<file path="src/sv/lam_pkg.sv">
`default_nettype none
// ---------------------------------------------------------------------------
// lam_pkg
// Shared types, widths and the multiply-accumulate program of the look-at
// view matrix unit.
// ---------------------------------------------------------------------------
package lam_pkg;

    localparam int FRAC_BITS  = 16;
    localparam int DATA_W     = 32;
    localparam int DIFF_W     = DATA_W + 1;
    localparam int VEC_W      = 64;
    localparam int MAG_W      = VEC_W;
    localparam int SCL_W      = 30;
    localparam int SQ_W       = 2 * SCL_W;
    localparam int ROOT_W     = 63;
    localparam int ROOT_STEPS = 32;
    localparam int CNT_W      = $clog2(ROOT_STEPS);
    localparam int LEN_W      = 31;
    localparam int QUO_W      = FRAC_BITS + 1;
    localparam int REM_W      = LEN_W + QUO_W;
    localparam int UNIT_W     = FRAC_BITS + 2;
    localparam int OPA_W      = FRAC_BITS + 3;
    localparam int PROD_W     = OPA_W + DATA_W;
    localparam int ACC_W      = 64;
    localparam int OP_W       = 5;
    localparam int ROW_W      = 2;
    localparam int ADDR_W     = 4;
    localparam int REG_SEL_W  = 2;

    localparam logic [OP_W-1:0] OP_CROSS_FIRST = OP_W'(0);
    localparam logic [OP_W-1:0] OP_CROSS_END   = OP_W'(5);
    localparam logic [OP_W-1:0] OP_ROW_FIRST   = OP_W'(6);
    localparam logic [OP_W-1:0] OP_LAST        = OP_W'(20);

    localparam logic [ROW_W-1:0] ROW_RIGHT = ROW_W'(0);
    localparam logic [ROW_W-1:0] ROW_UP    = ROW_W'(1);
    localparam logic [ROW_W-1:0] ROW_FWD   = ROW_W'(2);

    localparam logic [REG_SEL_W-1:0] REG_UP_X = REG_SEL_W'(0);
    localparam logic [REG_SEL_W-1:0] REG_UP_Y = REG_SEL_W'(1);
    localparam logic [REG_SEL_W-1:0] REG_UP_Z = REG_SEL_W'(2);

    typedef enum logic [3:0] {
        A_F0, A_F1, A_F2, A_R0, A_R1, A_R2, A_U0, A_U1, A_U2
    } opa_sel_t;

    typedef enum logic [3:0] {
        B_UP0, B_UP1, B_UP2, B_F0, B_F1, B_F2, B_E0, B_E1, B_E2
    } opb_sel_t;

    typedef enum logic [3:0] {
        D_NONE, D_C0, D_C1, D_C2, D_U0, D_U1, D_U2, D_T0, D_T1, D_T2
    } dst_t;

    typedef struct packed {
        opa_sel_t a;
        opb_sel_t b;
        logic     sub;
        logic     first;
        dst_t     dst;
    } mac_op_t;

    typedef enum logic [2:0] {
        CS_IDLE, CS_NORM_F, CS_START_R, CS_NORM_R, CS_MUL, CS_ACC, CS_EMIT
    } core_state_t;

    typedef enum logic [2:0] {
        NS_IDLE, NS_SCALE, NS_SQUARE, NS_ROOT, NS_DIVIDE
    } norm_state_t;

    typedef struct packed {
        logic [2:0][DATA_W-1:0] eye;
        logic [2:0][DIFF_W-1:0] diff;
    } q_entry_t;

    typedef struct packed {
        logic                  start;
        logic [2:0][VEC_W-1:0] vec;
    } norm_req_t;

    typedef struct packed {
        logic                   done;
        logic                   zero;
        logic [2:0][UNIT_W-1:0] unit;
    } norm_rsp_t;

    function automatic mac_op_t mac_op(input logic [OP_W-1:0] idx);
        mac_op_t op;
        op = '{A_F0, B_UP0, 1'b0, 1'b1, D_NONE};
        unique case (idx)
            OP_W'(0):  op = '{A_F1, B_UP2, 1'b0, 1'b1, D_NONE};
            OP_W'(1):  op = '{A_F2, B_UP1, 1'b1, 1'b0, D_C0};
            OP_W'(2):  op = '{A_F2, B_UP0, 1'b0, 1'b1, D_NONE};
            OP_W'(3):  op = '{A_F0, B_UP2, 1'b1, 1'b0, D_C1};
            OP_W'(4):  op = '{A_F0, B_UP1, 1'b0, 1'b1, D_NONE};
            OP_W'(5):  op = '{A_F1, B_UP0, 1'b1, 1'b0, D_C2};
            OP_W'(6):  op = '{A_R1, B_F2,  1'b0, 1'b1, D_NONE};
            OP_W'(7):  op = '{A_R2, B_F1,  1'b1, 1'b0, D_U0};
            OP_W'(8):  op = '{A_R2, B_F0,  1'b0, 1'b1, D_NONE};
            OP_W'(9):  op = '{A_R0, B_F2,  1'b1, 1'b0, D_U1};
            OP_W'(10): op = '{A_R0, B_F1,  1'b0, 1'b1, D_NONE};
            OP_W'(11): op = '{A_R1, B_F0,  1'b1, 1'b0, D_U2};
            OP_W'(12): op = '{A_R0, B_E0,  1'b1, 1'b1, D_NONE};
            OP_W'(13): op = '{A_R1, B_E1,  1'b1, 1'b0, D_NONE};
            OP_W'(14): op = '{A_R2, B_E2,  1'b1, 1'b0, D_T0};
            OP_W'(15): op = '{A_U0, B_E0,  1'b1, 1'b1, D_NONE};
            OP_W'(16): op = '{A_U1, B_E1,  1'b1, 1'b0, D_NONE};
            OP_W'(17): op = '{A_U2, B_E2,  1'b1, 1'b0, D_T1};
            OP_W'(18): op = '{A_F0, B_E0,  1'b0, 1'b1, D_NONE};
            OP_W'(19): op = '{A_F1, B_E1,  1'b0, 1'b0, D_NONE};
            OP_W'(20): op = '{A_F2, B_E2,  1'b0, 1'b0, D_T2};
            default:   op = '{A_F0, B_UP0, 1'b0, 1'b1, D_NONE};
        endcase
        return op;
    endfunction

endpackage
`default_nettype wire

</file>
<file path="src/sv/lam_front.sv">
`default_nettype none
// ---------------------------------------------------------------------------
// lam_front
// Accept poses, form aim minus eye and queue them for the back end.
// ---------------------------------------------------------------------------
module lam_front import lam_pkg::*; (
    input  wire logic                 aclk,
    input  wire logic                 aresetn,
    input  wire logic                 s_tvalid,
    output logic                      s_tready,
    input  wire logic [6*DATA_W-1:0]  s_tdata,
    input  wire logic                 q_pop,
    output logic                      q_valid,
    output q_entry_t                  q_data
);

    q_entry_t    ent_reg [2];
    q_entry_t    ent_next;
    logic        wr_ptr_reg;
    logic        rd_ptr_reg;
    logic [1:0]  count_reg;
    logic        push;

    assign s_tready = (count_reg != 2'd2);
    assign push     = s_tvalid && s_tready;
    assign q_valid  = (count_reg != 2'd0);
    assign q_data   = ent_reg[rd_ptr_reg];

    always_comb begin
        for (int i = 0; i < 3; i++) begin
            ent_next.eye[i]  = s_tdata[i*DATA_W +: DATA_W];
            ent_next.diff[i] = DIFF_W'($signed(s_tdata[(i+3)*DATA_W +: DATA_W]))
                             - DIFF_W'($signed(s_tdata[i*DATA_W +: DATA_W]));
        end
    end

    always_ff @(posedge aclk) begin
        if (push) begin
            ent_reg[wr_ptr_reg] <= ent_next;
        end
    end

    always_ff @(posedge aclk) begin
        if (!aresetn) begin
            wr_ptr_reg <= 1'b0;
            rd_ptr_reg <= 1'b0;
            count_reg  <= 2'd0;
        end else begin
            if (push) begin
                wr_ptr_reg <= !wr_ptr_reg;
            end
            if (q_pop) begin
                rd_ptr_reg <= !rd_ptr_reg;
            end
            count_reg <= count_reg + 2'(push) - 2'(q_pop);
        end
    end

endmodule
`default_nettype wire

</file>
<file path="config.mk">
export PLATFORM = sky130hd
export DESIGN_NAME = lam_front
export DESIGN_NICKNAME = d
export VERILOG_FILES = /design/src/sv/lam_pkg.sv /design/src/sv/lam_front.sv
export SDC_FILE = /design/constraint.sdc
export NUM_CORES = 1
export LEC_CHECK = 0
export BUFFER_PORTS_ARGS = -buffer_cell sky130_fd_sc_hd__buf_4
export CAP_MARGIN = 0
export CORE_ASPECT_RATIO = 1.2
export CORE_MARGIN = 2
export CORE_UTILIZATION = 39
export DETAILED_ROUTE_END_ITERATION = 12
export HOLD_SLACK_MARGIN = 0.1
export SKIP_LAST_GASP = 1
export SLEW_MARGIN = 0
export SYNTH_ARGS = -nofsm -noshare
export SYNTH_HDL_FRONTEND = slang
export SYNTH_SLANG_ARGS = --single-unit
</file>
<file path="constraint.sdc">
create_clock -name aclk -period 15.5 [get_ports aclk]
set_input_delay 1.55 -clock aclk [delete_from_list [all_inputs] [get_ports aclk]]
set_output_delay 1.55 -clock aclk [all_outputs]
set_load 0.1 [all_outputs]
</file>
==> reports/results.txt <==
The total iterations of the first detailed-routing run was 4. The analysis attributes to cell leakage a power of 9.912 nW. STA puts the critical path data arrival time at 3.32 ns. For the worst flop-to-flop path, the logic depth is 5. Once layout is complete, the utilization of the core stands at 49.44%. The share of total power dissipated in sequential elements is 35.9%. The first global-routing pass estimated 73500 um of wire.

Measured along the y axis, the die boundary spans 249.5 um. The clock sink count is 395, and the clock latency of the later-clocked register in the worst-skew pair is 0.56 ns. The XOR/XNOR share of the synthesized area was 3.487%. The core region is 0.05000 mm2. The synthesized netlist contains 66 unique library cells. The worst-case IR drop observed on VDD is 0.1683 mV. Once the clock tree was built, the resizer swapped 0 gates to a different size. TritonCTS built the clock tree. Type of the tightest min-delay check: register to register.

Final sum of negative setup slack: 0 ns. The main combinational cell family by area after synthesis is multiplexers. Across the run, the number of max-cap violations was 0. Yosys printed 0 warnings. The adder-cell share of the synthesized area was 6.564%. After detailed routing, the average wire length per cell comes to 18.66 um.

The top-level port count was 393; the maximum clock frequency was 205.3 MHz. The count of endpoints failing hold in the final timing report was 0; the reg-to-reg setup timing slack was 12.96 ns. When the netlist entered floorplanning its net count stood at 1746. The run gives 0 as the final global-route overflow total. Along the worst hold path, the cell count comes to 2. Effective utilization at floorplan: 39.19%. The clock transition at the registers of the reported paths was 0.06 ns. The setup path with the least slack is of type register to output port.

Summing every instance area after synthesis gives 0.01959 mm2. The run gives 0.003962 W as the total power draw. The fraction of power spent switching nets is 40.11%. For this run, the register share of the synthesized area comes to 60.28%. The largest fanout on the critical path works out to 56. The complex-gate fraction of the synthesized area was 9.195%.

Counting flops with a built-in enable in the synthesized netlist gives 390. The total of buffers placed on input and output ports was 392; the detailed router's first-iteration violation count was 618. The via count came out at 12840.

The weighted congestion reported at the end of routability-driven placement was 0.8606. Final hold analysis gives a worst-case slack of 0.5920 ns. The time the worst path needs with I/O delays and setup is 4.871 ns. Multiplexer cells account for 11.32% of the synthesized area.

In this run the power density over the cells is 160.3 mW/mm2. The tools report the clock group share of total power as 26.4%. The final layout net count was 2152; the number of flip-flops under the largest register name was 390. The routed design has 47220 um of wire.

Per report_power, the combinational group accounts for 37.7% of the total. Counting every instance in the synthesized netlist gives 1449. The run gives 43 as the number of CTS-inserted buffers. The endpoint of the lowest-slack register-to-register path was ent_reg[0][84]$_DFFE_PP_.

The logs give 0.02328 mm2 for the cell area after placement and 2 for the H-tree depth. Worst slew slack as a fraction of its limit: 41.11%. The die is 208.6 um wide. Setup repair after global routing left no endpoint under its margin. The cell at the root of the clock tree is sky130_fd_sc_hd__clkbuf_16. After layout, the worst path uses 31.42% of the clock period. The antenna diode instance count was 0; the via count of the first global-routing pass was 13400. The post-DP HPWL was 34630 um; the max-slew violation total from the final report was 0. The clock tree skew after final layout is 0.01424 ns, and the maximum number of buffers from clock root to sink is 3.

Launch point of the worst reg-to-reg path: count_reg[0]$_SDFF_PN0_. The global-route usage over all layers came out at 17.92%. The area of the die was 0.05206 mm2; the area growth from synthesis to layout was 26.17%. The number of antenna violations at the first check in global routing is 0, and the number of buffers inserted by post-CTS setup repair is 0. The total setup violations reported at the end of the flow was 0. The count of antenna-violating nets left after detailed routing is 0. In the routed design, unresolved DRC markers number 0. The endpoint required time on the critical path is 13.95 ns, and the simple-gate area share of the yosys netlist is 5.888%. Mean number of vias per cell: 5.071. In the synthesized netlist the dominant register cell turns out to be sky130_fd_sc_hd__edfxtp_1. For the pin count of the biggest net entering global routing, the log shows 150. For this design the total switching power over the nets is 0.001589 W.

The logs give 0 for the number of buffers added to fix hold violations after cts and 90 for the number of cell rows. STA classifies the critical path startpoint as a register. The critical path ends at q_data[29]. The worst setup path is captured at an output port. After synthesis the netlist holds a flip-flop and latch count of 395. The flow ran to the end, and the final reports show no timing, DRC or antenna violations. The logs give 0.002373 W for the internal power component and 0.02472 mm2 for the final cell area excluding filler cells. The transition time at the pin with the least slew margin was 0.8833 ns. In the final layout, the share of cells above drive strength 1 is 35.82%.

Each instance of the synthesized netlist takes up on average 13.52 um2. Fraction of registers with async set or reset after synthesis: 0%.
## per-layer routing
metal  vias up  global-route usage [%]  share of wire, %
li1       6233                       -                 -
met1      6188                   21.10                40
met2       346                   31.24                50
met3        68                   5.524               8.0
met4         0                   5.612               2.5
met5         -                       0                 0
## kinds of logic (layout without fill, tap and decap cells)
kind of cell | count (synthesis) | in the layout
DFF | 395 | 395
and+or+nand+nor | 235 | 235
adders and majority gates | 101 | 101
AOI/OAI and AO/OA | 274 | 274
buffers and inverters | 169 | 607
muxes | 197 | 197
xor gates and xnor gates | 78 | 78
## layout make-up
class	instances	area [um2]
fillers	4464	25280
flip-flops and latches	395	11820
multi-input cells	885	7154
repair buffers	400	3015
clock buffers	49	1141
well taps	644	805.8
inverters	130	488.0
clock inverters	28	301.5
## power by group through the flow
stage | sequential [W] | clock, W | combinational [W]
after detailed placement | 0.00145 | 0 | 0.00150
after CTS | 0.00143 | 0.00108 | 0.00151
after global routing | 0.00144 | 0.00112 | 0.00156
after global placement | 0.00144 | 0 | 0.00149
final | 0.00142 | 0.00105 | 0.00149
after floorplan | 0.00147 | 0 | 0.00118
## stage by stage
stage | setup slack, ns | instances
floorplan | 4.952 | 1449
global placement | 11.06 | 2454
detailed placement | 11.01 | 2454
CTS | 10.49 | 2531
global route | 10.38 | 2531
finish | 10.63 | 2531
## Yosys cell counts (4+ instances only)
cell	instances	area share, %
sky130_fd_sc_hd__a211oi_1	10	0.38
sky130_fd_sc_hd__a21boi_0	5	0.19
sky130_fd_sc_hd__a21o_1	31	1.2
sky130_fd_sc_hd__a21oi_1	88	2.2
sky130_fd_sc_hd__a31oi_1	8	0.26
sky130_fd_sc_hd__and2_1	10	0.32
sky130_fd_sc_hd__and3_1	5	0.16
sky130_fd_sc_hd__and4_1	6	0.27
sky130_fd_sc_hd__buf_2	4	0.10
sky130_fd_sc_hd__clkbuf_1	33	0.63
sky130_fd_sc_hd__dfxtp_1	5	0.51
sky130_fd_sc_hd__edfxtp_1	390	60
sky130_fd_sc_hd__ha_1	98	6.3
sky130_fd_sc_hd__inv_1	130	2.5
sky130_fd_sc_hd__mux2_2	196	11
sky130_fd_sc_hd__nand2_1	64	1.2
sky130_fd_sc_hd__nand2b_1	14	0.45
sky130_fd_sc_hd__nand3_1	21	0.54
sky130_fd_sc_hd__nand4_1	14	0.45
sky130_fd_sc_hd__nor2_1	53	1.0
sky130_fd_sc_hd__nor2b_1	14	0.45
sky130_fd_sc_hd__nor3_1	19	0.49
sky130_fd_sc_hd__o211ai_1	7	0.27
sky130_fd_sc_hd__o21a_1	16	0.61
sky130_fd_sc_hd__o21ai_0	44	1.1
sky130_fd_sc_hd__o21ai_1	4	0.10
sky130_fd_sc_hd__o21bai_1	12	0.46
sky130_fd_sc_hd__o31ai_1	7	0.27
sky130_fd_sc_hd__o41ai_1	4	0.18
sky130_fd_sc_hd__or3_1	4	0.13
sky130_fd_sc_hd__xnor2_1	47	2.1
sky130_fd_sc_hd__xor2_1	31	1.4
## worst max-delay path: stages (launching register included)
cell	delay (ns)
sky130_fd_sc_hd__dfxtp_4	0.71
sky130_fd_sc_hd__buf_4	0.70
sky130_fd_sc_hd__buf_4	0.61
sky130_fd_sc_hd__mux2_2	0.41
sky130_fd_sc_hd__buf_4	0.23
## worst min path at each step
stage	endpoint	startpoint	slack [ns]
floorplan	wr_ptr_reg$_SDFFE_PN0P_	wr_ptr_reg$_SDFFE_PN0P_	0.54
global placement	register	rd_ptr_reg$_SDFFE_PN0P_	0.56
detailed placement	register	rd_ptr_reg$_SDFFE_PN0P_	0.59
CTS	register	rd_ptr_reg$_SDFFE_PN0P_	0.60
global route	count_reg[1]$_SDFF_PN0_	count_reg[1]$_SDFF_PN0_	0.64
finish	register	rd_ptr_reg$_SDFFE_PN0P_	0.59
## placed cells by master (no fill, tap or decap), types with 16 or more instances in the layout
| cell | instances |
|---|---|
| sky130_fd_sc_hd__nand2_1 | 64 |
| sky130_fd_sc_hd__edfxtp_1 | 390 |
| sky130_fd_sc_hd__xnor2_1 | 47 |
| sky130_fd_sc_hd__buf_4 | 399 |
| sky130_fd_sc_hd__ha_1 | 98 |
| sky130_fd_sc_hd__xor2_1 | 31 |
| sky130_fd_sc_hd__clkbuf_16 | 45 |
| sky130_fd_sc_hd__o21ai_0 | 44 |
| sky130_fd_sc_hd__nor2_1 | 52 |
| sky130_fd_sc_hd__o21a_1 | 16 |
| sky130_fd_sc_hd__nand3_1 | 21 |
| sky130_fd_sc_hd__inv_1 | 130 |
| sky130_fd_sc_hd__mux2_2 | 196 |
| sky130_fd_sc_hd__a21o_1 | 31 |
| sky130_fd_sc_hd__a21oi_1 | 88 |
| sky130_fd_sc_hd__nor3_1 | 19 |
(Power assumes the default switching activity.)
