`config.mk`:
```
export PLATFORM = sky130hd
export DESIGN_NAME = lam_norm
export DESIGN_NICKNAME = d
export VERILOG_FILES = /design/src/sv/lam_pkg.sv /design/src/sv/lam_norm.sv
export SDC_FILE = /design/constraint.sdc
export NUM_CORES = 2
export LEC_CHECK = 0
export BUFFER_PORTS_ARGS = -buffer_cell sky130_fd_sc_hd__buf_2
export CORE_UTILIZATION = 59
export DETAILED_ROUTE_END_ITERATION = 7
export PLACE_DENSITY = 0.91
export SYNTH_ARGS = -nofsm -noshare
export SYNTH_HDL_FRONTEND = slang
export SYNTH_SLANG_ARGS = --single-unit
```
`constraint.sdc`:
```
create_clock -name aclk -period 10.6 [get_ports aclk]
set_input_delay 0.53 -clock aclk [delete_from_list [all_inputs] [get_ports aclk]]
set_output_delay 0.53 -clock aclk [all_outputs]
set_load 0.1 [all_outputs]
```
`src/sv/lam_pkg.sv`:
```
`default_nettype none
// ---------------------------------------------------------------------------
// lam_pkg
// Shared types, widths and the multiply-accumulate program of the look-at
// view matrix unit.
// ---------------------------------------------------------------------------
package lam_pkg;

    localparam int FRAC_BITS  = 16;
    localparam int DATA_W     = 32;
    localparam int DIFF_W     = DATA_W + 1;
    localparam int VEC_W      = 64;
    localparam int MAG_W      = VEC_W;
    localparam int SCL_W      = 30;
    localparam int SQ_W       = 2 * SCL_W;
    localparam int ROOT_W     = 63;
    localparam int ROOT_STEPS = 32;
    localparam int CNT_W      = $clog2(ROOT_STEPS);
    localparam int LEN_W      = 31;
    localparam int QUO_W      = FRAC_BITS + 1;
    localparam int REM_W      = LEN_W + QUO_W;
    localparam int UNIT_W     = FRAC_BITS + 2;
    localparam int OPA_W      = FRAC_BITS + 3;
    localparam int PROD_W     = OPA_W + DATA_W;
    localparam int ACC_W      = 64;
    localparam int OP_W       = 5;
    localparam int ROW_W      = 2;
    localparam int ADDR_W     = 4;
    localparam int REG_SEL_W  = 2;

    localparam logic [OP_W-1:0] OP_CROSS_FIRST = OP_W'(0);
    localparam logic [OP_W-1:0] OP_CROSS_END   = OP_W'(5);
    localparam logic [OP_W-1:0] OP_ROW_FIRST   = OP_W'(6);
    localparam logic [OP_W-1:0] OP_LAST        = OP_W'(20);

    localparam logic [ROW_W-1:0] ROW_RIGHT = ROW_W'(0);
    localparam logic [ROW_W-1:0] ROW_UP    = ROW_W'(1);
    localparam logic [ROW_W-1:0] ROW_FWD   = ROW_W'(2);

    localparam logic [REG_SEL_W-1:0] REG_UP_X = REG_SEL_W'(0);
    localparam logic [REG_SEL_W-1:0] REG_UP_Y = REG_SEL_W'(1);
    localparam logic [REG_SEL_W-1:0] REG_UP_Z = REG_SEL_W'(2);

    typedef enum logic [3:0] {
        A_F0, A_F1, A_F2, A_R0, A_R1, A_R2, A_U0, A_U1, A_U2
    } opa_sel_t;

    typedef enum logic [3:0] {
        B_UP0, B_UP1, B_UP2, B_F0, B_F1, B_F2, B_E0, B_E1, B_E2
    } opb_sel_t;

    typedef enum logic [3:0] {
        D_NONE, D_C0, D_C1, D_C2, D_U0, D_U1, D_U2, D_T0, D_T1, D_T2
    } dst_t;

    typedef struct packed {
        opa_sel_t a;
        opb_sel_t b;
        logic     sub;
        logic     first;
        dst_t     dst;
    } mac_op_t;

    typedef enum logic [2:0] {
        CS_IDLE, CS_NORM_F, CS_START_R, CS_NORM_R, CS_MUL, CS_ACC, CS_EMIT
    } core_state_t;

    typedef enum logic [2:0] {
        NS_IDLE, NS_SCALE, NS_SQUARE, NS_ROOT, NS_DIVIDE
    } norm_state_t;

    typedef struct packed {
        logic [2:0][DATA_W-1:0] eye;
        logic [2:0][DIFF_W-1:0] diff;
    } q_entry_t;

    typedef struct packed {
        logic                  start;
        logic [2:0][VEC_W-1:0] vec;
    } norm_req_t;

    typedef struct packed {
        logic                   done;
        logic                   zero;
        logic [2:0][UNIT_W-1:0] unit;
    } norm_rsp_t;

    function automatic mac_op_t mac_op(input logic [OP_W-1:0] idx);
        mac_op_t op;
        op = '{A_F0, B_UP0, 1'b0, 1'b1, D_NONE};
        unique case (idx)
            OP_W'(0):  op = '{A_F1, B_UP2, 1'b0, 1'b1, D_NONE};
            OP_W'(1):  op = '{A_F2, B_UP1, 1'b1, 1'b0, D_C0};
            OP_W'(2):  op = '{A_F2, B_UP0, 1'b0, 1'b1, D_NONE};
            OP_W'(3):  op = '{A_F0, B_UP2, 1'b1, 1'b0, D_C1};
            OP_W'(4):  op = '{A_F0, B_UP1, 1'b0, 1'b1, D_NONE};
            OP_W'(5):  op = '{A_F1, B_UP0, 1'b1, 1'b0, D_C2};
            OP_W'(6):  op = '{A_R1, B_F2,  1'b0, 1'b1, D_NONE};
            OP_W'(7):  op = '{A_R2, B_F1,  1'b1, 1'b0, D_U0};
            OP_W'(8):  op = '{A_R2, B_F0,  1'b0, 1'b1, D_NONE};
            OP_W'(9):  op = '{A_R0, B_F2,  1'b1, 1'b0, D_U1};
            OP_W'(10): op = '{A_R0, B_F1,  1'b0, 1'b1, D_NONE};
            OP_W'(11): op = '{A_R1, B_F0,  1'b1, 1'b0, D_U2};
            OP_W'(12): op = '{A_R0, B_E0,  1'b1, 1'b1, D_NONE};
            OP_W'(13): op = '{A_R1, B_E1,  1'b1, 1'b0, D_NONE};
            OP_W'(14): op = '{A_R2, B_E2,  1'b1, 1'b0, D_T0};
            OP_W'(15): op = '{A_U0, B_E0,  1'b1, 1'b1, D_NONE};
            OP_W'(16): op = '{A_U1, B_E1,  1'b1, 1'b0, D_NONE};
            OP_W'(17): op = '{A_U2, B_E2,  1'b1, 1'b0, D_T1};
            OP_W'(18): op = '{A_F0, B_E0,  1'b0, 1'b1, D_NONE};
            OP_W'(19): op = '{A_F1, B_E1,  1'b0, 1'b0, D_NONE};
            OP_W'(20): op = '{A_F2, B_E2,  1'b0, 1'b0, D_T2};
            default:   op = '{A_F0, B_UP0, 1'b0, 1'b1, D_NONE};
        endcase
        return op;
    endfunction

endpackage
`default_nettype wire

```
`src/sv/lam_norm.sv`:
```
`default_nettype none
// ---------------------------------------------------------------------------
// lam_norm
// Vector normalizer: scale, sum of squares, bit-serial square root and
// three-lane restoring division.
// ---------------------------------------------------------------------------
module lam_norm import lam_pkg::*; (
    input  wire logic       aclk,
    input  wire logic       aresetn,
    input  wire norm_req_t  req,
    output norm_rsp_t       rsp
);

    localparam logic [MAG_W-1:0] HI_COARSE = MAG_W'(1) << (SCL_W + 8);
    localparam logic [MAG_W-1:0] HI_FINE   = MAG_W'(1) << SCL_W;
    localparam logic [MAG_W-1:0] LO_COARSE = MAG_W'(1) << (SCL_W - 9);
    localparam logic [MAG_W-1:0] LO_FINE   = MAG_W'(1) << (SCL_W - 1);

    norm_state_t              state_reg, state_next;
    logic [MAG_W-1:0]         mag_reg [3];
    logic [MAG_W-1:0]         mx_reg;
    logic [2:0]               neg_reg;
    logic [CNT_W-1:0]         cnt_reg;
    logic [SQ_W-1:0]          sq_reg;
    logic [ROOT_W-1:0]        sum_reg;
    logic [ROOT_W-1:0]        n_reg;
    logic [ROOT_W-1:0]        res_reg;
    logic [ROOT_W-1:0]        bit_reg;
    logic [REM_W-1:0]         rem_reg [3];
    logic [REM_W-1:0]         dv_reg;
    logic [QUO_W-1:0]         quo_reg [3];
    logic                     done_reg;
    logic                     zero_reg;
    logic [2:0][UNIT_W-1:0]   unit_reg;

    logic [MAG_W-1:0]         mag_in [3];
    logic [MAG_W-1:0]         mx_in;
    logic [SCL_W-1:0]         sq_op;
    logic [ROOT_W-1:0]        sum_fin;
    logic [ROOT_W-1:0]        trial;
    logic                     root_ge;
    logic [ROOT_W-1:0]        n_nx;
    logic [ROOT_W-1:0]        res_nx;
    logic [LEN_W-1:0]         len;
    logic [REM_W-1:0]         num [3];
    logic                     div_ge [3];
    logic [REM_W-1:0]         rem_nx [3];
    logic [QUO_W-1:0]         quo_nx [3];
    logic                     root_last;
    logic                     div_last;

    assign rsp.done = done_reg;
    assign rsp.zero = zero_reg;
    assign rsp.unit = unit_reg;

    always_comb begin
        for (int i = 0; i < 3; i++) begin
            mag_in[i] = req.vec[i][VEC_W-1] ? (~req.vec[i] + MAG_W'(1)) : req.vec[i];
        end
        mx_in = mag_in[0];
        if (mag_in[1] > mx_in) begin
            mx_in = mag_in[1];
        end
        if (mag_in[2] > mx_in) begin
            mx_in = mag_in[2];
        end

        unique case (cnt_reg)
            CNT_W'(1): sq_op = mag_reg[1][SCL_W-1:0];
            CNT_W'(2): sq_op = mag_reg[2][SCL_W-1:0];
            default:   sq_op = mag_reg[0][SCL_W-1:0];
        endcase
        sum_fin = sum_reg + ROOT_W'(sq_reg);

        trial   = res_reg + bit_reg;
        root_ge = (n_reg >= trial);
        n_nx    = root_ge ? (n_reg - trial) : n_reg;
        res_nx  = root_ge ? ((res_reg >> 1) + bit_reg) : (res_reg >> 1);
        len     = res_nx[LEN_W-1:0];

        for (int i = 0; i < 3; i++) begin
            num[i]    = (REM_W'(mag_reg[i][SCL_W-1:0]) << FRAC_BITS) + REM_W'(len >> 1);
            div_ge[i] = (rem_reg[i] >= dv_reg);
            rem_nx[i] = div_ge[i] ? (rem_reg[i] - dv_reg) : rem_reg[i];
            quo_nx[i] = {quo_reg[i][QUO_W-2:0], div_ge[i]};
        end

        root_last = (cnt_reg == CNT_W'(ROOT_STEPS - 1));
        div_last  = (cnt_reg == CNT_W'(QUO_W - 1));
    end

    always_comb begin
        state_next = state_reg;
        unique case (state_reg)
            NS_IDLE: begin
                if (req.start) begin
                    state_next = NS_SCALE;
                end
            end
            NS_SCALE: begin
                if (mx_reg == '0) begin
                    state_next = NS_IDLE;
                end else if (mx_reg < HI_FINE && mx_reg >= LO_FINE) begin
                    state_next = NS_SQUARE;
                end
            end
            NS_SQUARE: begin
                if (cnt_reg == CNT_W'(3)) begin
                    state_next = NS_ROOT;
                end
            end
            NS_ROOT: begin
                if (root_last) begin
                    state_next = NS_DIVIDE;
                end
            end
            NS_DIVIDE: begin
                if (div_last) begin
                    state_next = NS_IDLE;
                end
            end
            default: state_next = NS_IDLE;
        endcase
    end

    always_ff @(posedge aclk) begin
        if (!aresetn) begin
            state_reg <= NS_IDLE;
            done_reg  <= 1'b0;
        end else begin
            state_reg <= state_next;
            done_reg  <= (state_reg == NS_SCALE && mx_reg == '0)
                      || (state_reg == NS_DIVIDE && div_last);
        end
    end

    always_ff @(posedge aclk) begin
        unique case (state_reg)
            NS_IDLE: begin
                for (int i = 0; i < 3; i++) begin
                    mag_reg[i] <= mag_in[i];
                    neg_reg[i] <= req.vec[i][VEC_W-1];
                end
                mx_reg <= mx_in;
            end
            NS_SCALE: begin
                priority if (mx_reg == '0) begin
                    zero_reg <= 1'b1;
                    unit_reg <= '0;
                end else if (mx_reg >= HI_COARSE) begin
                    for (int i = 0; i < 3; i++) mag_reg[i] <= mag_reg[i] >> 8;
                    mx_reg <= mx_reg >> 8;
                end else if (mx_reg >= HI_FINE) begin
                    for (int i = 0; i < 3; i++) mag_reg[i] <= mag_reg[i] >> 1;
                    mx_reg <= mx_reg >> 1;
                end else if (mx_reg < LO_COARSE) begin
                    for (int i = 0; i < 3; i++) mag_reg[i] <= mag_reg[i] << 8;
                    mx_reg <= mx_reg << 8;
                end else if (mx_reg < LO_FINE) begin
                    for (int i = 0; i < 3; i++) mag_reg[i] <= mag_reg[i] << 1;
                    mx_reg <= mx_reg << 1;
                end else begin
                    cnt_reg <= '0;
                    sum_reg <= '0;
                end
            end
            NS_SQUARE: begin
                sq_reg  <= sq_op * sq_op;
                cnt_reg <= cnt_reg + CNT_W'(1);
                if (cnt_reg != '0) begin
                    sum_reg <= sum_fin;
                end
                if (cnt_reg == CNT_W'(3)) begin
                    n_reg   <= sum_fin;
                    res_reg <= '0;
                    bit_reg <= ROOT_W'(1) << (ROOT_W - 1);
                    cnt_reg <= '0;
                end
            end
            NS_ROOT: begin
                n_reg   <= n_nx;
                res_reg <= res_nx;
                bit_reg <= bit_reg >> 2;
                cnt_reg <= cnt_reg + CNT_W'(1);
                if (root_last) begin
                    for (int i = 0; i < 3; i++) begin
                        rem_reg[i] <= num[i];
                        quo_reg[i] <= '0;
                    end
                    dv_reg  <= REM_W'(len) << (QUO_W - 1);
                    cnt_reg <= '0;
                end
            end
            NS_DIVIDE: begin
                for (int i = 0; i < 3; i++) begin
                    rem_reg[i] <= rem_nx[i];
                    quo_reg[i] <= quo_nx[i];
                end
                dv_reg  <= dv_reg >> 1;
                cnt_reg <= cnt_reg + CNT_W'(1);
                if (div_last) begin
                    zero_reg <= 1'b0;
                    for (int i = 0; i < 3; i++) begin
                        unit_reg[i] <= neg_reg[i] ? (UNIT_W'(0) - UNIT_W'(quo_nx[i]))
                                                  : UNIT_W'(quo_nx[i]);
                    end
                end
            end
            default: begin
                cnt_reg <= '0;
            end
        endcase
    end

endmodule
`default_nettype wire

```
==> flow_summary_export.csv <==
group,metric,value,unit
run_status,status,"finished with violations",
run_status,violations,"DRC",
yosys,synth_top_cells_by_area,"edfxtp_1, fa_1, ha_1",
cells_and_area,fin_area,101000,sq um
clocking,cts_root_buffer,"clkbuf_16",
cells_and_area,synthToLayoutAreaGrowth,7.53,%
clocking,cts_max_level,3,
worst_setup_path,endpoint_kind,"flop",
yosys,syn_area_per_cell,8.75,sq um
die,fp.coreArea,159000,sq um
global_route,first_global_vias,84440,
worst_setup_path,reg2regPathDepth,28,
placed_design,finalWeightedCongestion,1.06,
global_route,grt_pass1_wl,489000,um
yosys,ys_seq_elements,842,
cells_and_area,insertedDiodeCount,0,
global_route,grt_usage,38.8,%
clocking,ctsHoldBuffers,0,
detailed_routing,vias,85952,
worst_setup_path,crit_slowest_cell,"nand2_1",
yosys,synth.top_cell.area_share,26.7,%
detailed_routing,viasPerCell,6.63,
cells_and_area,drive_gt1_share,7.47,%
sta,hold_violations,0,
clocking,clockBufferDepth,3,
detailed_routing,drc,2,
worst_setup_path,crit_end,"sq_reg[59]",
worst_hold_path,hold_class,"primary input to flop",
sta,fin_hold_ws,0.0367,ns
sta,post-route-period-util,97.2,%
cells_and_area,finalNetCount,12475,
die,start_util,59.5,%
sta,fmax,97.1,MHz
detailed_routing,first_iter_violations,12113,
yosys,async_reset_ff_share,0,%
worst_setup_path,arrival,10.79,ns
sta,worst_slack,0.302,ns
sta,fin_skew,0.0782,ns
placed_design,post-dp-hpwl,245000,um
yosys,synth_ff_type,"edfxtp_1",
yosys,synth.most_common_cell,"inv_1",
sta,maxSlewViolCount,0,
die,die_y,402,um
sta,worst_slew_margin_rel,12.4,%
clocking,numClockSinks,842,
detailed_routing,ant_nets,0,
clocking,path_clk_slew,0.07,ns
die,boundaryPins,251,
yosys,yosys.area.top_type,"edfxtp_1",
worst_setup_path,slowest_delay,0.66,ns
cells_and_area,regArea,25200,sq um
worst_setup_path,startpoint,"cnt_reg[2]",
cells_and_area,largest_reg_flops,192,
worst_setup_path,crit_type,"flop to flop",
detailed_routing,detail_route.wl_per_cell,24.6,um
yosys,synth_area,94400,sq um
worst_setup_path,reg2reg_setup_slack,0.30,ns
worst_setup_path,cp.required,11.10,ns
cells_and_area,multi_input_area,62900,sq um
sta,period_needed,10.30,ns
die,fp-row-count,146,
yosys,ys_types,91,
sta,worst_pin_slew,1.31,ns
sta,setup_violations,0,
die,die_w,402,um
clocking,cts_tree,"done",
global_route,antenna_found_initial,4,
clocking,clk_latency,0.79,ns
cells_and_area,nFillCells,12866,
detailed_routing,finalWirelength,319000,um
global_route,overflow,0,
placed_design,buffer_ports.inserted,250,
worst_setup_path,reg2reg_from,"cnt_reg[2]",
yosys,ys_warn_count,0,
yosys,yosysSeqAreaShare,26.7,%
placed_design,place_ws,-0.169,ns
detailed_routing,drtPass1Iterations,8,
yosys,synth_common_cells,"inv_1, nor2_1, nand2_1",
worst_setup_path,path_max_fanout,18,
placed_design,placed_area,98000,sq um
clocking,cts_buffers,99,
worst_setup_path,cpMostUsedCell,"fa_1",
worst_setup_path,startpoint_type,"flop",
worst_setup_path,rr_endpoint,"sq_reg[59]",
yosys,synth_edf_count,838,
yosys,synth_cells,10785,
global_route,grt_max_degree,263,
die,dieArea,162000,sq um
job,maxCapViolCount,0,
cells_and_area,finish.utilization,64.0,%
yosys,synth_nets,12455,
==> layout by cell type, fill, tap and decap left out, drive strengths merged, types with 129 or more instances in the layout <==
master and instances:
inv 1168, nor2 1074, nand2 975, edfxtp 838, a21oi 826, o21ai 764
ha 762, fa 713, buf 468, xor2 378, xnor2 350, a21o 269
nor3 199, nand3 148, a211oi 145, and3 129
==> through the flow <==
stage                     instances  TNS [ns]
after floorplan               10785         0
after global placement        12772         0
after detailed placement      12772     -1.15
after CTS                     12954         0
after global routing          12958    -0.167
final                         12958         0
==> routing by layer <==
layer | wire, um | up-vias | share of wire, % | global-route usage [%]
li1 | - | 37645 | - | -
met4 | 23000 | 4 | 7.2 | 23.2
met3 | 39100 | 1416 | 12 | 8.77
met5 | 31 | - | 0.0097 | 0
met1 | 117000 | 40901 | 37 | 50.1
met2 | 140000 | 5986 | 44 | 59.5
==> worst max-delay path, delay by kind of cell, from the launching register on <==
kind | cells | cell delay, ns
buffers and inverters | 5 | 0.84
AND/OR/NAND/NOR | 8 | 2.29
flip-flops | 1 | 0.47
adder cells (fa/ha/maj) | 9 | 4.56
AO/OA/AOI/OAI | 6 | 1.80
==> kinds of logic (layout without fill, tap and decap cells) <==
family,after synthesis,after routing,synth area share (%)
AND/OR/NAND/NOR,3111,3111,14.9
AO/OA/AOI/OAI,2810,2810,18.4
buffers and inverters,1725,1826,6.89
adder cells (fa/ha/maj),1475,1475,25.2
flip-flops,842,842,26.7
XOR/XNOR,728,728,6.76
multiplexers,94,94,1.08
==> cell type report <==
cell class	instances	area share [%]
clock buffers	125	2.59
clock inverters	57	0.766
repair buffers	468	2.89
flip-flops and latches	842	24.9
inverters	1176	4.37
well taps	2072	2.55
multi-input cells	8218	62.0
==> how the worst min path moves through the flow <==
stage	start	endpoint	slack, ns	cells after the start
2_1_floorplan	dv_reg[22]	dv_reg[21]	0.52	1
3_3_place_gp	dv_reg[35]	dv_reg[34]	0.53	2
3_5_place_dp	dv_reg[30]	dv_reg[29]	0.54	1
4_1_cts	req[63]	neg_reg[0]	0.003	1
5_1_grt	req[63]	neg_reg[0]	0.01	1
6_report	req[63]	neg_reg[0]	0.04	1
==> repair_timing <==
action                                  in CTS  in global routing
buffers inserted                             0                  4
gates resized for setup                      1                 17
pin swaps                                    0                  0
endpoints found under the setup margin       1                 74
Power is not shown: default switching activity piles up to over one toggle a cycle in this logic, so the estimate is an artifact.
