$ cat src/sv/lam_pkg.sv
`default_nettype none
// ---------------------------------------------------------------------------
// lam_pkg
// Shared types, widths and the multiply-accumulate program of the look-at
// view matrix unit.
// ---------------------------------------------------------------------------
package lam_pkg;

    localparam int FRAC_BITS  = 16;
    localparam int DATA_W     = 32;
    localparam int DIFF_W     = DATA_W + 1;
    localparam int VEC_W      = 64;
    localparam int MAG_W      = VEC_W;
    localparam int SCL_W      = 30;
    localparam int SQ_W       = 2 * SCL_W;
    localparam int ROOT_W     = 63;
    localparam int ROOT_STEPS = 32;
    localparam int CNT_W      = $clog2(ROOT_STEPS);
    localparam int LEN_W      = 31;
    localparam int QUO_W      = FRAC_BITS + 1;
    localparam int REM_W      = LEN_W + QUO_W;
    localparam int UNIT_W     = FRAC_BITS + 2;
    localparam int OPA_W      = FRAC_BITS + 3;
    localparam int PROD_W     = OPA_W + DATA_W;
    localparam int ACC_W      = 64;
    localparam int OP_W       = 5;
    localparam int ROW_W      = 2;
    localparam int ADDR_W     = 4;
    localparam int REG_SEL_W  = 2;

    localparam logic [OP_W-1:0] OP_CROSS_FIRST = OP_W'(0);
    localparam logic [OP_W-1:0] OP_CROSS_END   = OP_W'(5);
    localparam logic [OP_W-1:0] OP_ROW_FIRST   = OP_W'(6);
    localparam logic [OP_W-1:0] OP_LAST        = OP_W'(20);

    localparam logic [ROW_W-1:0] ROW_RIGHT = ROW_W'(0);
    localparam logic [ROW_W-1:0] ROW_UP    = ROW_W'(1);
    localparam logic [ROW_W-1:0] ROW_FWD   = ROW_W'(2);

    localparam logic [REG_SEL_W-1:0] REG_UP_X = REG_SEL_W'(0);
    localparam logic [REG_SEL_W-1:0] REG_UP_Y = REG_SEL_W'(1);
    localparam logic [REG_SEL_W-1:0] REG_UP_Z = REG_SEL_W'(2);

    typedef enum logic [3:0] {
        A_F0, A_F1, A_F2, A_R0, A_R1, A_R2, A_U0, A_U1, A_U2
    } opa_sel_t;

    typedef enum logic [3:0] {
        B_UP0, B_UP1, B_UP2, B_F0, B_F1, B_F2, B_E0, B_E1, B_E2
    } opb_sel_t;

    typedef enum logic [3:0] {
        D_NONE, D_C0, D_C1, D_C2, D_U0, D_U1, D_U2, D_T0, D_T1, D_T2
    } dst_t;

    typedef struct packed {
        opa_sel_t a;
        opb_sel_t b;
        logic     sub;
        logic     first;
        dst_t     dst;
    } mac_op_t;

    typedef enum logic [2:0] {
        CS_IDLE, CS_NORM_F, CS_START_R, CS_NORM_R, CS_MUL, CS_ACC, CS_EMIT
    } core_state_t;

    typedef enum logic [2:0] {
        NS_IDLE, NS_SCALE, NS_SQUARE, NS_ROOT, NS_DIVIDE
    } norm_state_t;

    typedef struct packed {
        logic [2:0][DATA_W-1:0] eye;
        logic [2:0][DIFF_W-1:0] diff;
    } q_entry_t;

    typedef struct packed {
        logic                  start;
        logic [2:0][VEC_W-1:0] vec;
    } norm_req_t;

    typedef struct packed {
        logic                   done;
        logic                   zero;
        logic [2:0][UNIT_W-1:0] unit;
    } norm_rsp_t;

    function automatic mac_op_t mac_op(input logic [OP_W-1:0] idx);
        mac_op_t op;
        op = '{A_F0, B_UP0, 1'b0, 1'b1, D_NONE};
        unique case (idx)
            OP_W'(0):  op = '{A_F1, B_UP2, 1'b0, 1'b1, D_NONE};
            OP_W'(1):  op = '{A_F2, B_UP1, 1'b1, 1'b0, D_C0};
            OP_W'(2):  op = '{A_F2, B_UP0, 1'b0, 1'b1, D_NONE};
            OP_W'(3):  op = '{A_F0, B_UP2, 1'b1, 1'b0, D_C1};
            OP_W'(4):  op = '{A_F0, B_UP1, 1'b0, 1'b1, D_NONE};
            OP_W'(5):  op = '{A_F1, B_UP0, 1'b1, 1'b0, D_C2};
            OP_W'(6):  op = '{A_R1, B_F2,  1'b0, 1'b1, D_NONE};
            OP_W'(7):  op = '{A_R2, B_F1,  1'b1, 1'b0, D_U0};
            OP_W'(8):  op = '{A_R2, B_F0,  1'b0, 1'b1, D_NONE};
            OP_W'(9):  op = '{A_R0, B_F2,  1'b1, 1'b0, D_U1};
            OP_W'(10): op = '{A_R0, B_F1,  1'b0, 1'b1, D_NONE};
            OP_W'(11): op = '{A_R1, B_F0,  1'b1, 1'b0, D_U2};
            OP_W'(12): op = '{A_R0, B_E0,  1'b1, 1'b1, D_NONE};
            OP_W'(13): op = '{A_R1, B_E1,  1'b1, 1'b0, D_NONE};
            OP_W'(14): op = '{A_R2, B_E2,  1'b1, 1'b0, D_T0};
            OP_W'(15): op = '{A_U0, B_E0,  1'b1, 1'b1, D_NONE};
            OP_W'(16): op = '{A_U1, B_E1,  1'b1, 1'b0, D_NONE};
            OP_W'(17): op = '{A_U2, B_E2,  1'b1, 1'b0, D_T1};
            OP_W'(18): op = '{A_F0, B_E0,  1'b0, 1'b1, D_NONE};
            OP_W'(19): op = '{A_F1, B_E1,  1'b0, 1'b0, D_NONE};
            OP_W'(20): op = '{A_F2, B_E2,  1'b0, 1'b0, D_T2};
            default:   op = '{A_F0, B_UP0, 1'b0, 1'b1, D_NONE};
        endcase
        return op;
    endfunction

endpackage
`default_nettype wire

$ cat src/sv/lam_core.sv
`default_nettype none
// ---------------------------------------------------------------------------
// lam_core
// Back end: sequence the two normalizations and the multiply-accumulate
// program, then emit the three matrix rows through an output register.
// ---------------------------------------------------------------------------
module lam_core import lam_pkg::*; (
    input  wire logic                 aclk,
    input  wire logic                 aresetn,
    input  wire logic                 q_valid,
    output logic                      q_pop,
    input  wire q_entry_t             q_data,
    input  wire logic [DATA_W-1:0]    up_x,
    input  wire logic [DATA_W-1:0]    up_y,
    input  wire logic [DATA_W-1:0]    up_z,
    output norm_req_t                 nreq,
    input  wire norm_rsp_t            nrsp,
    output logic                      m_tvalid,
    input  wire logic                 m_tready,
    output logic [4*DATA_W-1:0]       m_tdata,
    output logic [ROW_W:0]            m_tuser,
    output logic                      m_tlast
);

    localparam logic signed [ACC_W-1:0] RND_HALF = ACC_W'(1) << (FRAC_BITS - 1);
    localparam logic signed [ACC_W-1:0] SAT_MAX  = ACC_W'(2147483647);
    localparam logic signed [ACC_W-1:0] SAT_MIN  = -(ACC_W'(64'sd2147483648));

    core_state_t                 state_reg, state_next;
    logic [OP_W-1:0]             op_reg;
    logic [ROW_W-1:0]            row_reg;
    logic                        deg_reg;
    logic [DATA_W-1:0]           eye_reg [3];
    logic signed [UNIT_W-1:0]    f_reg [3];
    logic signed [UNIT_W-1:0]    r_reg [3];
    logic signed [OPA_W-1:0]     u_reg [3];
    logic signed [DATA_W-1:0]    t_reg [3];
    logic signed [VEC_W-1:0]     c_reg [3];
    logic signed [PROD_W-1:0]    prod_reg;
    logic signed [ACC_W-1:0]     acc_reg;
    logic                        m_valid_reg;
    logic [4*DATA_W-1:0]         m_data_reg;
    logic [ROW_W:0]              m_user_reg;
    logic                        m_last_reg;

    mac_op_t                     op;
    logic signed [OPA_W-1:0]     opa;
    logic signed [DATA_W-1:0]    opb;
    logic signed [ACC_W-1:0]     acc_base;
    logic signed [ACC_W-1:0]     acc_nx;
    logic signed [ACC_W-1:0]     rnd;
    logic signed [DATA_W-1:0]    sat;
    logic                        out_free;
    logic [DATA_W-1:0]           col [4];

    assign m_tvalid = m_valid_reg;
    assign m_tdata  = m_data_reg;
    assign m_tuser  = m_user_reg;
    assign m_tlast  = m_last_reg;
    assign out_free = !m_valid_reg || m_tready;

    always_comb begin
        op = mac_op(op_reg);
        unique case (op.a)
            A_F0:    opa = OPA_W'(f_reg[0]);
            A_F1:    opa = OPA_W'(f_reg[1]);
            A_F2:    opa = OPA_W'(f_reg[2]);
            A_R0:    opa = OPA_W'(r_reg[0]);
            A_R1:    opa = OPA_W'(r_reg[1]);
            A_R2:    opa = OPA_W'(r_reg[2]);
            A_U0:    opa = u_reg[0];
            A_U1:    opa = u_reg[1];
            A_U2:    opa = u_reg[2];
            default: opa = '0;
        endcase
        unique case (op.b)
            B_UP0:   opb = $signed(up_x);
            B_UP1:   opb = $signed(up_y);
            B_UP2:   opb = $signed(up_z);
            B_F0:    opb = DATA_W'(f_reg[0]);
            B_F1:    opb = DATA_W'(f_reg[1]);
            B_F2:    opb = DATA_W'(f_reg[2]);
            B_E0:    opb = $signed(eye_reg[0]);
            B_E1:    opb = $signed(eye_reg[1]);
            B_E2:    opb = $signed(eye_reg[2]);
            default: opb = '0;
        endcase
        acc_base = op.first ? '0 : acc_reg;
        acc_nx   = op.sub ? (acc_base - ACC_W'(prod_reg)) : (acc_base + ACC_W'(prod_reg));
        rnd      = (acc_nx + RND_HALF) >>> FRAC_BITS;
        priority if (rnd > SAT_MAX) begin
            sat = SAT_MAX[DATA_W-1:0];
        end else if (rnd < SAT_MIN) begin
            sat = SAT_MIN[DATA_W-1:0];
        end else begin
            sat = rnd[DATA_W-1:0];
        end

        unique case (row_reg)
            ROW_RIGHT: begin
                col[0] = DATA_W'(r_reg[0]);
                col[1] = DATA_W'(r_reg[1]);
                col[2] = DATA_W'(r_reg[2]);
                col[3] = t_reg[0];
            end
            ROW_UP: begin
                col[0] = DATA_W'(u_reg[0]);
                col[1] = DATA_W'(u_reg[1]);
                col[2] = DATA_W'(u_reg[2]);
                col[3] = t_reg[1];
            end
            default: begin
                col[0] = DATA_W'(0) - DATA_W'(f_reg[0]);
                col[1] = DATA_W'(0) - DATA_W'(f_reg[1]);
                col[2] = DATA_W'(0) - DATA_W'(f_reg[2]);
                col[3] = t_reg[2];
            end
        endcase
        if (deg_reg) begin
            for (int i = 0; i < 4; i++) col[i] = '0;
        end
    end

    always_comb begin
        state_next = state_reg;
        q_pop      = 1'b0;
        nreq.start = 1'b0;
        for (int i = 0; i < 3; i++) begin
            nreq.vec[i] = VEC_W'($signed(q_data.diff[i]));
        end
        unique case (state_reg)
            CS_IDLE: begin
                if (q_valid) begin
                    q_pop      = 1'b1;
                    nreq.start = 1'b1;
                    state_next = CS_NORM_F;
                end
            end
            CS_NORM_F: begin
                if (nrsp.done) begin
                    state_next = nrsp.zero ? CS_EMIT : CS_MUL;
                end
            end
            CS_START_R: begin
                nreq.start = 1'b1;
                for (int i = 0; i < 3; i++) nreq.vec[i] = c_reg[i];
                state_next = CS_NORM_R;
            end
            CS_NORM_R: begin
                if (nrsp.done) begin
                    state_next = nrsp.zero ? CS_EMIT : CS_MUL;
                end
            end
            CS_MUL: begin
                state_next = CS_ACC;
            end
            CS_ACC: begin
                priority if (op_reg == OP_CROSS_END) begin
                    state_next = CS_START_R;
                end else if (op_reg == OP_LAST) begin
                    state_next = CS_EMIT;
                end else begin
                    state_next = CS_MUL;
                end
            end
            CS_EMIT: begin
                if (out_free && row_reg == ROW_FWD) begin
                    state_next = CS_IDLE;
                end
            end
            default: state_next = CS_IDLE;
        endcase
    end

    always_ff @(posedge aclk) begin
        if (!aresetn) begin
            state_reg   <= CS_IDLE;
            m_valid_reg <= 1'b0;
        end else begin
            state_reg <= state_next;
            if (state_reg == CS_EMIT && out_free) begin
                m_valid_reg <= 1'b1;
            end else if (m_tready) begin
                m_valid_reg <= 1'b0;
            end
        end
    end

    always_ff @(posedge aclk) begin
        unique case (state_reg)
            CS_IDLE: begin
                for (int i = 0; i < 3; i++) eye_reg[i] <= q_data.eye[i];
                deg_reg <= 1'b0;
                row_reg <= ROW_RIGHT;
            end
            CS_NORM_F: begin
                if (nrsp.done) begin
                    deg_reg <= nrsp.zero;
                    for (int i = 0; i < 3; i++) f_reg[i] <= $signed(nrsp.unit[i]);
                    op_reg <= OP_CROSS_FIRST;
                end
            end
            CS_NORM_R: begin
                if (nrsp.done) begin
                    deg_reg <= nrsp.zero;
                    for (int i = 0; i < 3; i++) r_reg[i] <= $signed(nrsp.unit[i]);
                    op_reg <= OP_ROW_FIRST;
                end
            end
            CS_MUL: begin
                prod_reg <= opa * opb;
            end
            CS_ACC: begin
                acc_reg <= acc_nx;
                op_reg  <= op_reg + OP_W'(1);
                unique case (op.dst)
                    D_C0:    c_reg[0] <= acc_nx;
                    D_C1:    c_reg[1] <= acc_nx;
                    D_C2:    c_reg[2] <= acc_nx;
                    D_U0:    u_reg[0] <= rnd[OPA_W-1:0];
                    D_U1:    u_reg[1] <= rnd[OPA_W-1:0];
                    D_U2:    u_reg[2] <= rnd[OPA_W-1:0];
                    D_T0:    t_reg[0] <= sat;
                    D_T1:    t_reg[1] <= sat;
                    D_T2:    t_reg[2] <= sat;
                    default: ;
                endcase
            end
            CS_EMIT: begin
                if (out_free) begin
                    m_data_reg <= {col[3], col[2], col[1], col[0]};
                    m_user_reg <= {deg_reg, row_reg};
                    m_last_reg <= (row_reg == ROW_FWD);
                    row_reg    <= row_reg + ROW_W'(1);
                end
            end
            default: ;
        endcase
    end

endmodule
`default_nettype wire

$ cat config.mk
export PLATFORM = sky130hd
export DESIGN_NAME = lam_core
export DESIGN_NICKNAME = d
export VERILOG_FILES = /design/src/sv/lam_pkg.sv /design/src/sv/lam_core.sv
export SDC_FILE = /design/constraint.sdc
export NUM_CORES = 2
export LEC_CHECK = 0
export ABC_AREA = 1
export BUFFER_PORTS_ARGS = -buffer_cell sky130_fd_sc_hd__buf_4
export CORE_MARGIN = 5
export CORE_UTILIZATION = 35
export DETAILED_ROUTE_END_ITERATION = 12
export PLACE_DENSITY_LB_ADDON = 0.08
export SETUP_SLACK_MARGIN = 0.1
export SLEW_MARGIN = 10
export SYNTH_ARGS = -nofsm -noshare
export SYNTH_HDL_FRONTEND = slang
export SYNTH_SLANG_ARGS = --single-unit
$ cat constraint.sdc
create_clock -name aclk -period 16.67 [get_ports aclk]
set_clock_uncertainty 0.15 [all_clocks]
set_input_delay 5.001 -clock aclk [delete_from_list [all_inputs] [get_ports aclk]]
set_output_delay 5.001 -clock aclk [all_outputs]
set_load 0.01 [all_outputs]
==> impl_metrics.prom <==
# TYPE chip_impl_metric gauge
chip_impl_metric{name="final-hold-violation-count",unit=""} 0
chip_impl_metric{name="synth-edff-count",unit=""} 765
chip_impl_metric{name="yosysWarnings",unit=""} 0
chip_impl_metric{name="floorplan.die_area",unit="um2"} 189000
chip_impl_metric{name="timing.critical_path.fanout_max",unit=""} 19
chip_impl_metric{name="async_flop_share",unit="%"} 0
chip_impl_metric{name="buffers_from_clock_root_to_sink_at_most",unit=""} 3
chip_impl_metric{name="total_of_flip_flops_plus_latches_after_synthesis",unit=""} 783
chip_impl_metric{name="grt.overflow.total",unit=""} 0
chip_impl_metric{name="std_cell_rows",unit=""} 156
chip_impl_info{name="hp-class",value="reg2reg"} 1
chip_impl_metric{name="dp.final_hpwl",unit="um"} 192000
chip_impl_metric{name="slew_viol_final",unit=""} 0
chip_impl_metric{name="clock_sink_count",unit=""} 783
chip_impl_info{name="criticalPathCategory",value="in2reg"} 1
chip_impl_metric{name="detail_route.iter0.violations",unit=""} 4234
chip_impl_metric{name="initial_utilization",unit="%"} 35.1
chip_impl_metric{name="maximum_number_of_pins_on_one_net_before_global_route_repair",unit=""} 99
chip_impl_metric{name="largest_register_ffs",unit=""} 192
chip_impl_metric{name="ys_seq_area_share",unit="%"} 36.9
chip_impl_metric{name="slew_headroom",unit="%"} 19.2
chip_impl_info{name="run_status",value="finished, final reports clean"} 1
chip_impl_metric{name="final_nets",unit=""} 9041
chip_impl_metric{name="cts_buffers",unit=""} 92
chip_impl_metric{name="replace_congestion",unit=""} 0.964
chip_impl_metric{name="routed_via_density",unit=""} 4.99
chip_impl_metric{name="tightestPinTransition",unit="ps"} 1200
chip_impl_metric{name="top_level_ports",unit=""} 678
chip_impl_metric{name="number_of_global_route_vias_before_repair",unit=""} 52700
chip_impl_info{name="reg_to_reg_critical_path_startpoint",value="op[9]"} 1
chip_impl_metric{name="final.min_clock_period",unit="ps"} 13010
chip_impl_metric{name="cts_repair_resize_count",unit=""} 0
chip_impl_metric{name="max_freq",unit="MHz"} 76.8
chip_impl_info{name="synth_top_flop_cell",value="sky130_fd_sc_hd__edfxtp_1"} 1
chip_impl_metric{name="gr-usage-all-layers",unit="%"} 25.1
chip_impl_metric{name="mapped_area",unit="um2"} 63300
chip_impl_metric{name="netlist.area_leader.share",unit="%"} 36.3
chip_impl_metric{name="portBuffers",unit=""} 677
chip_impl_metric{name="wire_length_of_the_first_global_routing_pass",unit="um"} 356000
chip_impl_metric{name="critical-path-max-stage-delay",unit="ps"} 930
chip_impl_metric{name="dieWidth",unit="um"} 435
chip_impl_metric{name="crit_arrival",unit="ps"} 13300
chip_impl_metric{name="floorplan.core_area",unit="um2"} 180000
chip_impl_metric{name="clk_transition_reported_paths",unit="ps"} 60
chip_impl_metric{name="grt_antenna_before_repair",unit=""} 12
chip_impl_metric{name="flow.area_growth_from_synthesis",unit="%"} 17.2
chip_impl_metric{name="finalWirelength",unit="um"} 243000
chip_impl_metric{name="cts-htree-levels",unit=""} 3
chip_impl_info{name="critPathCaptureType",value="flop"} 1
chip_impl_metric{name="cts_setup_buffers",unit=""} 0
chip_impl_metric{name="holdBufCountCts",unit=""} 0
chip_impl_info{name="cts_tree",value="yes"} 1
chip_impl_info{name="rsz_0062_raised_after_global_routing",value="no"} 1
chip_impl_metric{name="synthDistinctLibCells",unit=""} 55
chip_impl_metric{name="drc_errors",unit=""} 0
chip_impl_metric{name="vert_die_dim",unit="um"} 435
chip_impl_metric{name="clock_insertion_delay_worst_skew",unit="ps"} 730
chip_impl_metric{name="post_drt_wl_per_cell",unit="um"} 23.5
chip_impl_info{name="yosys-top-cells-area",value="sky130_fd_sc_hd__edfxtp_1 (36%), sky130_fd_sc_hd__fa_1 (19%), sky130_fd_sc_hd__nand2_1 (12%), sky130_fd_sc_hd__inv_1 (9.1%), sky130_fd_sc_hd__ha_1 (4.3%)"} 1
chip_impl_metric{name="netlist_instances",unit=""} 7268
chip_impl_info{name="cpMaxStageDelayCell",value="sky130_fd_sc_hd__nand3_1"} 1
chip_impl_metric{name="drive_gt1_share",unit="%"} 13.7
chip_impl_metric{name="drt_pass1_iterations",unit=""} 7
chip_impl_metric{name="max-cap-violations",unit=""} 0
chip_impl_info{name="element_type_at_the_critical_path_start",value="primary input"} 1
chip_impl_info{name="post-synth-top-area-cell",value="sky130_fd_sc_hd__edfxtp_1"} 1
chip_impl_metric{name="final_antenna_net_count",unit=""} 0
chip_impl_metric{name="vias",unit=""} 51600
chip_impl_metric{name="final.setup.tns",unit="ps"} 0
chip_impl_info{name="hold_path_origin",value="row_reg[1]"} 1
chip_impl_metric{name="syn_nets",unit=""} 8430
chip_impl_metric{name="worstPathRequired",unit="ps"} 16950
chip_impl_metric{name="finalSetupViolCount",unit=""} 0
chip_impl_metric{name="syn_avg_cell_area",unit="um2"} 8.71
chip_impl_metric{name="final_min_period_over_clock_period",unit="%"} 78.1
chip_impl_info{name="clk_root_buffer_cell",value="sky130_fd_sc_hd__clkbuf_16"} 1
chip_impl_info{name="setup.worst_path.start",value="up_x[8]"} 1
per-stage QoR:
| stage | hold slack [ps] | cells | setup slack, ps | cell area [um2] | utilization (%) |
|---|---|---|---|---|---|
| 6_report | 344 | 10300 | 3660 | 74200 | 41.1 |
| 5_1_grt | 364 | 10300 | 3150 | 74100 | 41.1 |
| 4_1_cts | 350 | 10300 | 3730 | 74100 | 41.1 |
| 3_5_place_dp | 329 | 10200 | 2980 | 71100 | 39.4 |
| 3_3_place_gp | 329 | 10200 | 3080 | 71100 | 39.4 |
| 2_1_floorplan | 274 | 7268 | 4800 | 63300 | - |
cells by family (layout without fill, tap and decap cells):
| kind of cell | count (synthesis) | in the layout | share of synthesized area (%) |
|---|---|---|---|
| multiplexers | 96 | 96 | 1.71 |
| other | 0 | 12 | 0 |
| buffers and inverters | 1810 | 2497 | 11.0 |
| flip-flops | 783 | 783 | 36.9 |
| AO/OA/AOI/OAI | 581 | 581 | 5.71 |
| XOR/XNOR | 163 | 163 | 2.28 |
| AND/OR/NAND/NOR | 3024 | 3024 | 19.4 |
| adder cells (fa/ha/maj) | 811 | 811 | 23.0 |
worst paths after layout:
path             endpoint  slack (ps)  depth (start not counted)
min            m_tuser[1]         340                          0
min reg2reg    m_tuser[1]         340                          0
max reg2reg  prod_reg[37]        6190                         41
max          prod_reg[46]        3660                         31
critical path, delay by kind of cell:
family	cells	cell delay [ps]
xor gates and xnor gates	1	90
adders and majority gates	8	3880
buffers and inverters	8	530
and+or+nand+nor	8	1650
AOI/OAI and AO/OA	6	2120
metal layers:
metal	up-vias	global-route usage, %	part of all wire [%]
li1	24000	-	-
met1	25700	33.9	43
met2	1587	42.5	48
met3	298	2.97	5.2
met4	2	7.39	3.2
met5	-	0	0.0045
layout by cell type (no fill, tap or decap), types with 11 or more instances in the layout:
cell	count
sky130_fd_sc_hd__edfxtp_1	765
sky130_fd_sc_hd__nor3_1	46
sky130_fd_sc_hd__clkinv_1	30
sky130_fd_sc_hd__o211ai_1	14
sky130_fd_sc_hd__dfxtp_1	16
sky130_fd_sc_hd__xor2_1	109
sky130_fd_sc_hd__clkbuf_1	18
sky130_fd_sc_hd__nand2_2	16
sky130_fd_sc_hd__a21oi_1	168
sky130_fd_sc_hd__nor2_1	521
sky130_fd_sc_hd__mux2_2	96
sky130_fd_sc_hd__buf_4	772
sky130_fd_sc_hd__nand2_1	1980
sky130_fd_sc_hd__nor2_2	29
sky130_fd_sc_hd__ha_1	218
sky130_fd_sc_hd__a22o_1	19
sky130_fd_sc_hd__nor2_4	11
sky130_fd_sc_hd__fa_1	591
sky130_fd_sc_hd__a31oi_1	88
sky130_fd_sc_hd__inv_1	1537
sky130_fd_sc_hd__nand3_1	294
sky130_fd_sc_hd__diode_2	12
sky130_fd_sc_hd__xnor2_1	52
sky130_fd_sc_hd__o21ai_0	128
sky130_fd_sc_hd__clkbuf_16	92
sky130_fd_sc_hd__nand4_1	68
sky130_fd_sc_hd__clkinv_2	16
sky130_fd_sc_hd__nor4_1	15
sky130_fd_sc_hd__a221oi_1	80
sky130_fd_sc_hd__o22ai_1	36
layout make-up:
type / instances / area (um2)
flip-flops and latches: 783 / 23300
diodes: 12 / 30.0
fillers: 18400 / 106000
repair buffers: 772 / 5800
well taps: 2370 / 2970
multi-input cells: 4675 / 33100
clock buffers: 110 / 2370
clock inverters: 60 / 708
inverters: 1555 / 5840
Yosys cell counts, drive strengths merged (19+ instances only):
cell and count:
fa 591, a22o 19, o22ai 36, buf 54, o21ai 132, inv 1541, xor2 111, ha 220
a221oi 80, nor4 21, nand4 68, nand3 300, nor2 561, mux2 96, a31oi 88, nand2 1997
clkbuf 201, edfxtp 765, a21oi 168, nor3 49, xnor2 52
Power is not shown: default switching activity piles up to over one toggle a cycle in this logic, so the estimate is an artifact.
